<file path="src/rtl/core/bcs_mul.sv">
// Three-stage unsigned multiplier built from four 32x32 partial products.
// Stand-alone; operands up to 64 bits each.
module bcs_mul #(
    parameter int WA = 32,
    parameter int WB = 32
) (
    input  logic               aclk,
    input  logic               en,
    input  logic [WA-1:0]      a,
    input  logic [WB-1:0]      b,
    output logic [WA+WB-1:0]   p
);

    logic [63:0]  a64;
    logic [63:0]  b64;
    logic [63:0]  ll_reg;
    logic [63:0]  lh_reg;
    logic [63:0]  hl_reg;
    logic [63:0]  hh_reg;
    logic [127:0] mid_reg;
    logic [63:0]  hh2_reg;
    logic [127:0] p_reg;

    assign a64 = 64'(a);
    assign b64 = 64'(b);

    always_ff @(posedge aclk) begin
        if (en) begin
            ll_reg  <= a64[31:0]  * b64[31:0];
            lh_reg  <= a64[31:0]  * b64[63:32];
            hl_reg  <= a64[63:32] * b64[31:0];
            hh_reg  <= a64[63:32] * b64[63:32];
            mid_reg <= 128'(ll_reg) + (128'(lh_reg) << 32) + (128'(hl_reg) << 32);
            hh2_reg <= hh_reg;
            p_reg   <= mid_reg + (128'(hh2_reg) << 64);
        end
    end

    assign p = p_reg[WA+WB-1:0];

endmodule

</file>
<file path="config.mk">
export PLATFORM = sky130hd
export DESIGN_NAME = bcs_mul
export DESIGN_NICKNAME = d
export VERILOG_FILES = /design/src/rtl/core/bcs_mul.sv
export SDC_FILE = /design/constraint.sdc
export NUM_CORES = 2
export LEC_CHECK = 0
export BUFFER_PORTS_ARGS = -buffer_cell sky130_fd_sc_hd__buf_2
export CORE_ASPECT_RATIO = 1.4
export CORE_UTILIZATION = 63
export CTS_BUF_LIST = sky130_fd_sc_hd__clkbuf_16
export DETAILED_ROUTE_END_ITERATION = 6
export HOLD_SLACK_MARGIN = 0.15
export PLACE_DENSITY = 0.81
export SLEW_MARGIN = 20
export SYNTH_ARGS = -nofsm -noshare
export SYNTH_HDL_FRONTEND = slang
export SYNTH_SLANG_ARGS = --single-unit
</file>
<file path="constraint.sdc">
create_clock -name aclk -period 12.3 [get_ports aclk]
set_input_delay 3.075 -clock aclk [delete_from_list [all_inputs] [get_ports aclk]]
set_output_delay 3.075 -clock aclk [all_outputs]
set_load 0.02 [all_outputs]
</file>
==> summary.md <==
| Metric | Value |
|---|---|
| # DRC | `5` |
| Largest stage delay, worst path | `0.80 ns` |
| Hold Fails Final Rpt | `0` |
| Die area | `63000 µm²` |
| Min cycle time layout | `10.82 ns` |
| Initial antenna violation count | `4` |
| Initial core utilization | `64.0%` |
| Synthesis-to-finish area growth | `3.77%` |
| Synth Register Bits | `192` |
| Post-synth EDFFs | `192` |
| Antenna Nets Post-Route | `0` |
| Die H | `297 µm` |
| MaxCap Viol Count | `0` |
| IO buf count | `129` |
| Cell taking the most area after synthesis | `fa_1` |
| Status | `complete, but fails checks` |
| Crit path arrival time | `10.98 ns` |
| Clock H-tree levels | `4` |
| Post-synthesis instance total | `3879` |
| Syn_nets | `5104` |
| Root Buffer | `clkbuf_16` |
| Total length of routed wires | `105 mm` |
| Ys Warns | `0` |
| First-pass DRT Iterations | `7` |
| Clock transition at path regs | `0.07 ns` |
| Vias in the first global route | `29829` |
| Vias per cell | `5.79` |
| Global placement routability congestion | `0.947` |
| Sequential share of the synthesized area | `14.8%` |
| First-pass GRT wire length | `163 mm` |
| Post-synth ARST share | `0%` |
| Post-cts sizing count | `0` |
| Fin crit share | `88.0%` |
| Routed len/inst | `22.5 µm` |
| Core Area | `61000 µm²` |
| # clock sinks | `192` |
| Largest net degree at the start of global routing | `87` |
| Post-Syn Area per Cell | `10.1 µm²` |
| RSZ-0062 raised after global routing | `no` |
| Initial DRC Count | `1852` |
| CTS max path bufs | `2` |
| Global-route usage over all layers | `35.2%` |
| Die Wd | `212 µm` |
| Fmax | `92.4 MHz` |
| Ys flop type | `edfxtp_1` |
| Vias | `26873` |
| Final Max Slew Viols | `0` |
| Top cells by area, synth | `fa_1, edfxtp_1, and2_1` |
| Final HPWL DP | `79.8 mm` |
| CP top delay family | `adder cells` |
| Post-Syn Area | `39100 µm²` |
| # rows | `107` |
| Count leader, synth | `fa_1` |
| Setup Fix Bufs, Post-CTS | `0` |
| Synth top area share | `45.9%` |
| Endpoint class of the critical path | `flip-flop` |
| Skew final | `0.0102 ns` |
| Top post-synthesis cells by count | `fa_1, inv_1, and2_1, nand2_1, ha_1` |
| Cells along the critical path | `buf_2 -> nand2_1 -> fa_1 -> inv_1 -> fa_1 -> fa_1 -> fa_1 -> fa_1 -> fa_1 -> inv_1 -> fa_1 -> inv_1 -> ha_1 -> ha_1 -> nand2_1 -> o21ai_0 -> nor2_1 -> o2bb2ai_1 -> a31oi_1 -> a21oi_1 -> o21a_1 -> o31a_1 -> o21ai_1 -> xor2_1` |
| I/O Pins | `130` |
| Critical path's slowest cell | `fa_1` |
| Crit-path max FO | `32` |
| Slew HR | `30.7%` |
| Final setup fails | `0` |
| Setup TNS | `0 ns` |
| CP dominant cell by count | `fa_1` |
| Critical path required time | `12.46 ns` |
| Crit path buf inv count | `4` |
| Post-CTS Hold Buffers | `0` |
| Startpoint types | `input port` |
| Fin nets | `5039` |
| Synth cell types | `56` |
| Hold Path Class | `flip-flop to flip-flop` |
| CTS tree | `yes` |
| Least-Margin Pin Slew | `1.04 ns` |
| Total CTS buffers | `17` |
| GR Overflow Total | `0` |
| Failing checks | `DRC` |
| Proportion of layout cells with a drive suffix above 1 | `4.78%` |
| Worst-Skew Late Latency | `0.42 ns` |
| Setup CP Type | `input port to flip-flop` |
## metal layers
metal	GRT usage [%]	share of wire, %	vias up	routed length, µm
li1	-	-	11275	-
met1	37.3	31	13755	32400
met2	61.6	52	1336	54500
met3	4.59	6.5	503	6760
met4	31.1	10	4	11000
met5	0	0.019	-	20
## final timing paths
path,from,end,cells after the start,slack [ns]
max,b[23],ll_reg[59],24,1.48
min,ll_reg[36],mid_reg[36],0,0.41
max reg2reg,mid_reg[47],p_reg[47],0,11.62
min reg2reg,ll_reg[36],mid_reg[36],0,0.41
## final cells by class
class,instances,area (µm²)
diodes,1,2.50
flip-flops and latches,192,5770
clock inverters,15,149
clock buffers,17,425
repair buffers,140,737
fillers,4761,20500
multi-input cells,2601,29200
inverters,862,3240
well taps,817,1020
## per-stage QoR
step | util [%] | hold WS (ns) | worst slack, ns | std cells | cell area, µm²
2_1_floorplan | - | 0.400 | 2.28 | 3879 | 39100
3_3_place_gp | 65.5 | 0.400 | 1.30 | 4612 | 40000
3_5_place_dp | 65.5 | 0.405 | 1.16 | 4612 | 40000
4_1_cts | 66.4 | 0.416 | 1.59 | 4644 | 40500
5_1_grt | 66.4 | 0.418 | 1.33 | 4645 | 40500
6_report | 66.4 | 0.413 | 1.48 | 4645 | 40500
## cell usage in the layout, fill, tap and decap left out, types with 2 or more instances in the layout
cell / n
a2111oi_0: 2
a21boi_0: 4
a21o_1: 32
a21oi_1: 73
a311o_1: 2
a31oi_1: 9
a41oi_1: 3
and2_1: 601
and3_1: 9
buf_2: 128
buf_4: 11
clkbuf_16: 17
clkinv_2: 2
clkinv_8: 3
edfxtp_1: 192
fa_1: 896
ha_1: 263
inv_1: 862
inv_6: 5
inv_8: 3
nand2_1: 468
nand2b_1: 3
nand3_1: 16
nand4_1: 24
nor2_1: 31
nor2b_1: 7
nor3_1: 6
o211ai_1: 2
o21a_1: 5
o21ai_0: 30
o21ai_1: 10
o21bai_1: 14
o221ai_1: 2
o31ai_1: 2
or3_1: 2
xnor2_1: 37
xor2_1: 26
## cell families after synthesis
group / after synthesis / share of synthesized area (%)
AND/OR/NAND/NOR: 1173 / 15.6
XOR/XNOR: 63 / 1.41
buffers and inverters: 1086 / 10.5
adder cells (fa/ha/maj): 1159 / 54.3
AO/OA/AOI/OAI: 206 / 3.46
flip-flops: 192 / 14.8
Power is not shown: default switching activity piles up to over one toggle a cycle in this logic, so the estimate is an artifact.
