### config.mk
export PLATFORM = sky130hd
export DESIGN_NAME = bcs_div
export DESIGN_NICKNAME = d
export VERILOG_FILES = /design/src/rtl/core/bcs_div.sv
export SDC_FILE = /design/constraint.sdc
export NUM_CORES = 2
export LEC_CHECK = 0
export ABC_AREA = 0
export CORE_ASPECT_RATIO = 2
export CORE_MARGIN = 8
export CORE_UTILIZATION = 40
export CTS_BUF_LIST = sky130_fd_sc_hd__clkbuf_2
export DETAILED_ROUTE_END_ITERATION = 10
export DONT_BUFFER_PORTS = 1
export GPL_ROUTABILITY_DRIVEN = 0
export SLEW_MARGIN = 0
export SYNTH_ARGS = -nofsm -noshare
export SYNTH_HDL_FRONTEND = slang
export SYNTH_SLANG_ARGS = --single-unit
### constraint.sdc
create_clock -name aclk -period 4.8 [get_ports aclk]
set_clock_uncertainty 0.1 [all_clocks]
set_input_delay 0.72 -clock aclk [delete_from_list [all_inputs] [get_ports aclk]]
set_output_delay 0.72 -clock aclk [all_outputs]
set_load 0.01 [all_outputs]
### src/rtl/core/bcs_div.sv
// Pipelined restoring divider: one quotient bit per stage, QW stages.
// Stand-alone. Expects num < den * 2^QW; ovf flags the case where it is not.
module bcs_div #(
    parameter int WN = 48,
    parameter int WD = 25,
    parameter int QW = 32
) (
    input  logic          aclk,
    input  logic          en,
    input  logic [WN-1:0] num,
    input  logic [WD-1:0] den,
    output logic [QW-1:0] quo,
    output logic          ovf
);

    localparam int WT = WN - QW;
    localparam int WC = (WT > WD) ? WT : WD;

    logic [WT-1:0] top_bits;
    logic          ovf_in;

    logic [WD-1:0] rem_reg [QW];
    logic [QW-1:0] quo_reg [QW];
    logic [QW-1:0] low_reg [QW];
    logic [WD-1:0] den_reg [QW];
    logic          ovf_reg [QW];

    assign top_bits = num[WN-1:QW];
    assign ovf_in   = (WC'(top_bits) >= WC'(den));

    for (genvar k = 0; k < QW; k++) begin : g_stage
        logic [WD-1:0] rem_i;
        logic [QW-1:0] quo_i;
        logic [QW-1:0] low_i;
        logic [WD-1:0] den_i;
        logic          ovf_i;
        logic [WD:0]   trial;
        logic [WD:0]   diff;
        logic          ge;

        if (k == 0) begin : g_first
            assign rem_i = WD'(top_bits);
            assign quo_i = '0;
            assign low_i = num[QW-1:0];
            assign den_i = den;
            assign ovf_i = ovf_in;
        end else begin : g_next
            assign rem_i = rem_reg[k-1];
            assign quo_i = quo_reg[k-1];
            assign low_i = low_reg[k-1];
            assign den_i = den_reg[k-1];
            assign ovf_i = ovf_reg[k-1];
        end

        assign trial = {rem_i, low_i[QW-1]};
        assign diff  = trial - {1'b0, den_i};
        assign ge    = (trial >= {1'b0, den_i});

        always_ff @(posedge aclk) begin
            if (en) begin
                rem_reg[k] <= ge ? diff[WD-1:0] : trial[WD-1:0];
                quo_reg[k] <= {quo_i[QW-2:0], ge};
                low_reg[k] <= {low_i[QW-2:0], 1'b0};
                den_reg[k] <= den_i;
                ovf_reg[k] <= ovf_i;
            end
        end
    end

    assign quo = quo_reg[QW-1];
    assign ovf = ovf_reg[QW-1];

endmodule

==> results.ini <==
[floorplan]
ios = 108
start_util_pct = 40.10
die_h_um = 811.5
core_area_mm2 = 0.3157
die_w_um = 413.8
die_area_mm2 = 0.3358
num_rows = 292

[critical_path]
worstPathArrival_ns = 6.45
end_kind = flop
rr_startpoint = low_reg[0][278]$_DFFE_PP_
cp-start-kind = input pin
crit_path_top_delay_cell = dlygate4sd3_1
cp_max_fo = 13
crit_required_ns = 6.42
crit_chain = dlygate4sd3_1 > dlygate4sd3_1 > inv_1 > ha_1 > nor2b_1 > o21ai_0 > a21oi_1 > o31ai_2 > a31oi_1 > o41ai_2 > buf_4 > a21boi_0 > o21bai_2 > dlygate4sd3_1 > buf_4 > nand2_1 > dlygate4sd3_1 > o21ai_0 > dlygate4sd3_1
criticalPathCategory = in -> reg
cpMostUsedCell = dlygate4sd3_1
cpPeakStageDelay_ns = 0.64
startpoint = den[1]
rr_worst_depth = 16

[final_layout]
fin_util_pct = 44.85
nets = 11540
syn2layout_area_growth_pct = 11.86
drive_gt1_share_pct = 15.03
layout.cells.non_filler = 15170

[yosys]
synth_warnings = 0
synth_flop_cell = edfxtp_1
synth-seq-cells = 2606
synthCells = 9717
synthTopCellsByArea = edfxtp_1, ha_1, mux2_2
yosysSeqAreaShare_pct = 61.83
synth_compound_area_share_pct = 11.42
synthXorXnorAreaFrac_pct = 4.567
synthesis.area_mm2 = 0.1266
synth_top_family_by_area = compound AO/OA/AOI/OAI gates
synth_top_cell_area_share_pct = 61.83
synth-adder-area-share_pct = 8.478
synth_edf_count = 2606
synth_commonest_cells = edfxtp_1, inv_1, ha_1
syn-mean-instance-area_um2 = 13.03
synth_nets = 10630
synth_top_area_cell = edfxtp_1
ys_types = 88
synth_simple_gate_area_share_pct = 6.264
async_flop_share_pct = 0
yosysMostFrequentCell = edfxtp_1
synthMuxAreaShare_pct = 3.802

[power]
p_per_area_mw_per_mm2 = 626.8
power.total_uw = 88740
power.leakage_uw = 0.05691
peakVddDrop_mv = 0.4838

[timing]
finalSetupViolCount = 1
timing.final.ws_setup_ns = -0.02238
worst_pin_slew_ns = 1.238
max_clock_freq_mhz = 207.4
finalCriticalPeriod_ns = 4.822
relSlewSlack_pct = 15.35
report.final.slew_viol_count = 0
hold_viol = 0
post-route-period-util_pct = 100.5
tns_ns = -0.02238
grt_setup_unrepaired = false

[outcome]
status = complete, but fails checks
violations = setup timing

[global_route]
grt_pass1_wl_mm = 453.6
grt_pass1_vias = 87370
track_usage_pct = 17.38
overflow = 0
grt_max_degree = 277
antenna_found_initial = 10

[clock_network]
clkLatencyLatePin_ns = 1.90
root_buffer = clkbuf_2
numCtsBuffers = 625
post_cts_buffers = 0
htree_levels = 6
ctsLongestPathBuffers = 4
cts.sinks = 2606
cts_tree = built
clk_pin_slew_ns = 0.11

[detailed_routing]
num_vias = 80620
avgViaCountPerCell = 5.314
drc = 0
antenna_left = 0
initialDrtViolationCount = 3489
first_pass_iters = 8
wl_mm = 303.2
wl_per_cell_um = 19.98

[placed_design]
port_buffers = 0
dp_hpwl_mm = 218.2
placed_cells_incl_taps = 13870

[hold_path]
min_path_cells = 0
min_path_type = reg -> reg
min_from = low_reg[0][460]$_DFFE_PP_

[run]
max_cap_viol_count = 0

[report_power, final]
group	internal, uW	total [uW]	switching, uW
Clock	5680	14700	8970
Combinational	17600	40000	22400
Sequential	31900	34100	2220
Total	55200	88700	33600
[critical path, delay by kind of cell]
kind                     cells  cell delay [ns]
AND/OR/NAND/NOR              2             0.21
AO/OA/AOI/OAI                8             1.85
buffers and inverters        8             3.39
adder cells (fa/ha/maj)      1             0.30
[repair_timing]
item / in CTS / in global routing
gates cloned: 0 / 1
endpoints found under the hold margin: 724 / 0
gates resized for setup: 2 / 5
hold buffers: 249 / 0
setup endpoints to repair: 1 / 207
pin swaps: 0 / 0
[routing by layer]
metal / wire length (um) / GRT usage [%]
met3: 10750 / 2.922
met4: 35660 / 17.90
met5: 0 / 0
met1: 75580 / 10.65
met2: 181200 / 37.25
[cell usage in the layout (no fill, tap or decap), drive strengths merged, types with 65 or more instances in the layout]
| master | count |
|---|---|
| inv | 1027 |
| o21ai | 522 |
| clkinv | 106 |
| a211oi | 65 |
| buf | 229 |
| nor3 | 81 |
| nand2b | 73 |
| o21a | 97 |
| dlygate4sd3 | 242 |
| mux2 | 400 |
| o21bai | 96 |
| nor2b | 84 |
| a21o | 357 |
| xnor2 | 392 |
| a31oi | 76 |
| clkbuf | 898 |
| nor2 | 482 |
| a21oi | 748 |
| xor2 | 268 |
| nand4 | 101 |
| nand2 | 497 |
| ha | 808 |
| nand3 | 141 |
| edfxtp | 2606 |
[cell families (layout without fill, tap and decap cells)]
logic type      Yosys count  after routing
compound gates         2299           2299
xor+xnor                660            660
fa+ha+maj               839            839
buf+inv                1204           2522
flops                  2606           2606
mux                     427            427
other cells               0             22
simple gates           1682           1682
[stage by stage]
step / worst slack [ns] / hold WS, ns / area, um^2
after global routing: 0.01883 / 0.2206 / 141600
final: -0.02238 / 0.2093 / 141600
after CTS: 0.09051 / 0.002664 / 141400
after detailed placement: -1.447 / 0.3045 / 133400
after global placement: -1.263 / 0.3001 / 133300
after floorplan: 1.017 / 0.3003 / 126600
[area by class of cell]
class,instances,area (um^2)
timing repair buffer,472,4977
inverter,1016,3817
sequential,2606,78260
multi-input combinational,5907,43900
fill,28110,174100
antenna,22,55.05
clock buffer,897,4489
tap,4116,5150
clock inverter,137,927.1
[worst paths after layout]
kind                                                  end  slack, ns
worst max-delay path             rem_reg[0][15]$_DFFE_PP_      -0.02
worst min-delay path            low_reg[0][492]$_DFFE_PP_       0.21
worst max register to register  rem_reg[0][228]$_DFFE_PP_       0.17
worst min register to register  low_reg[0][492]$_DFFE_PP_       0.21
(Power assumes the default switching activity.)
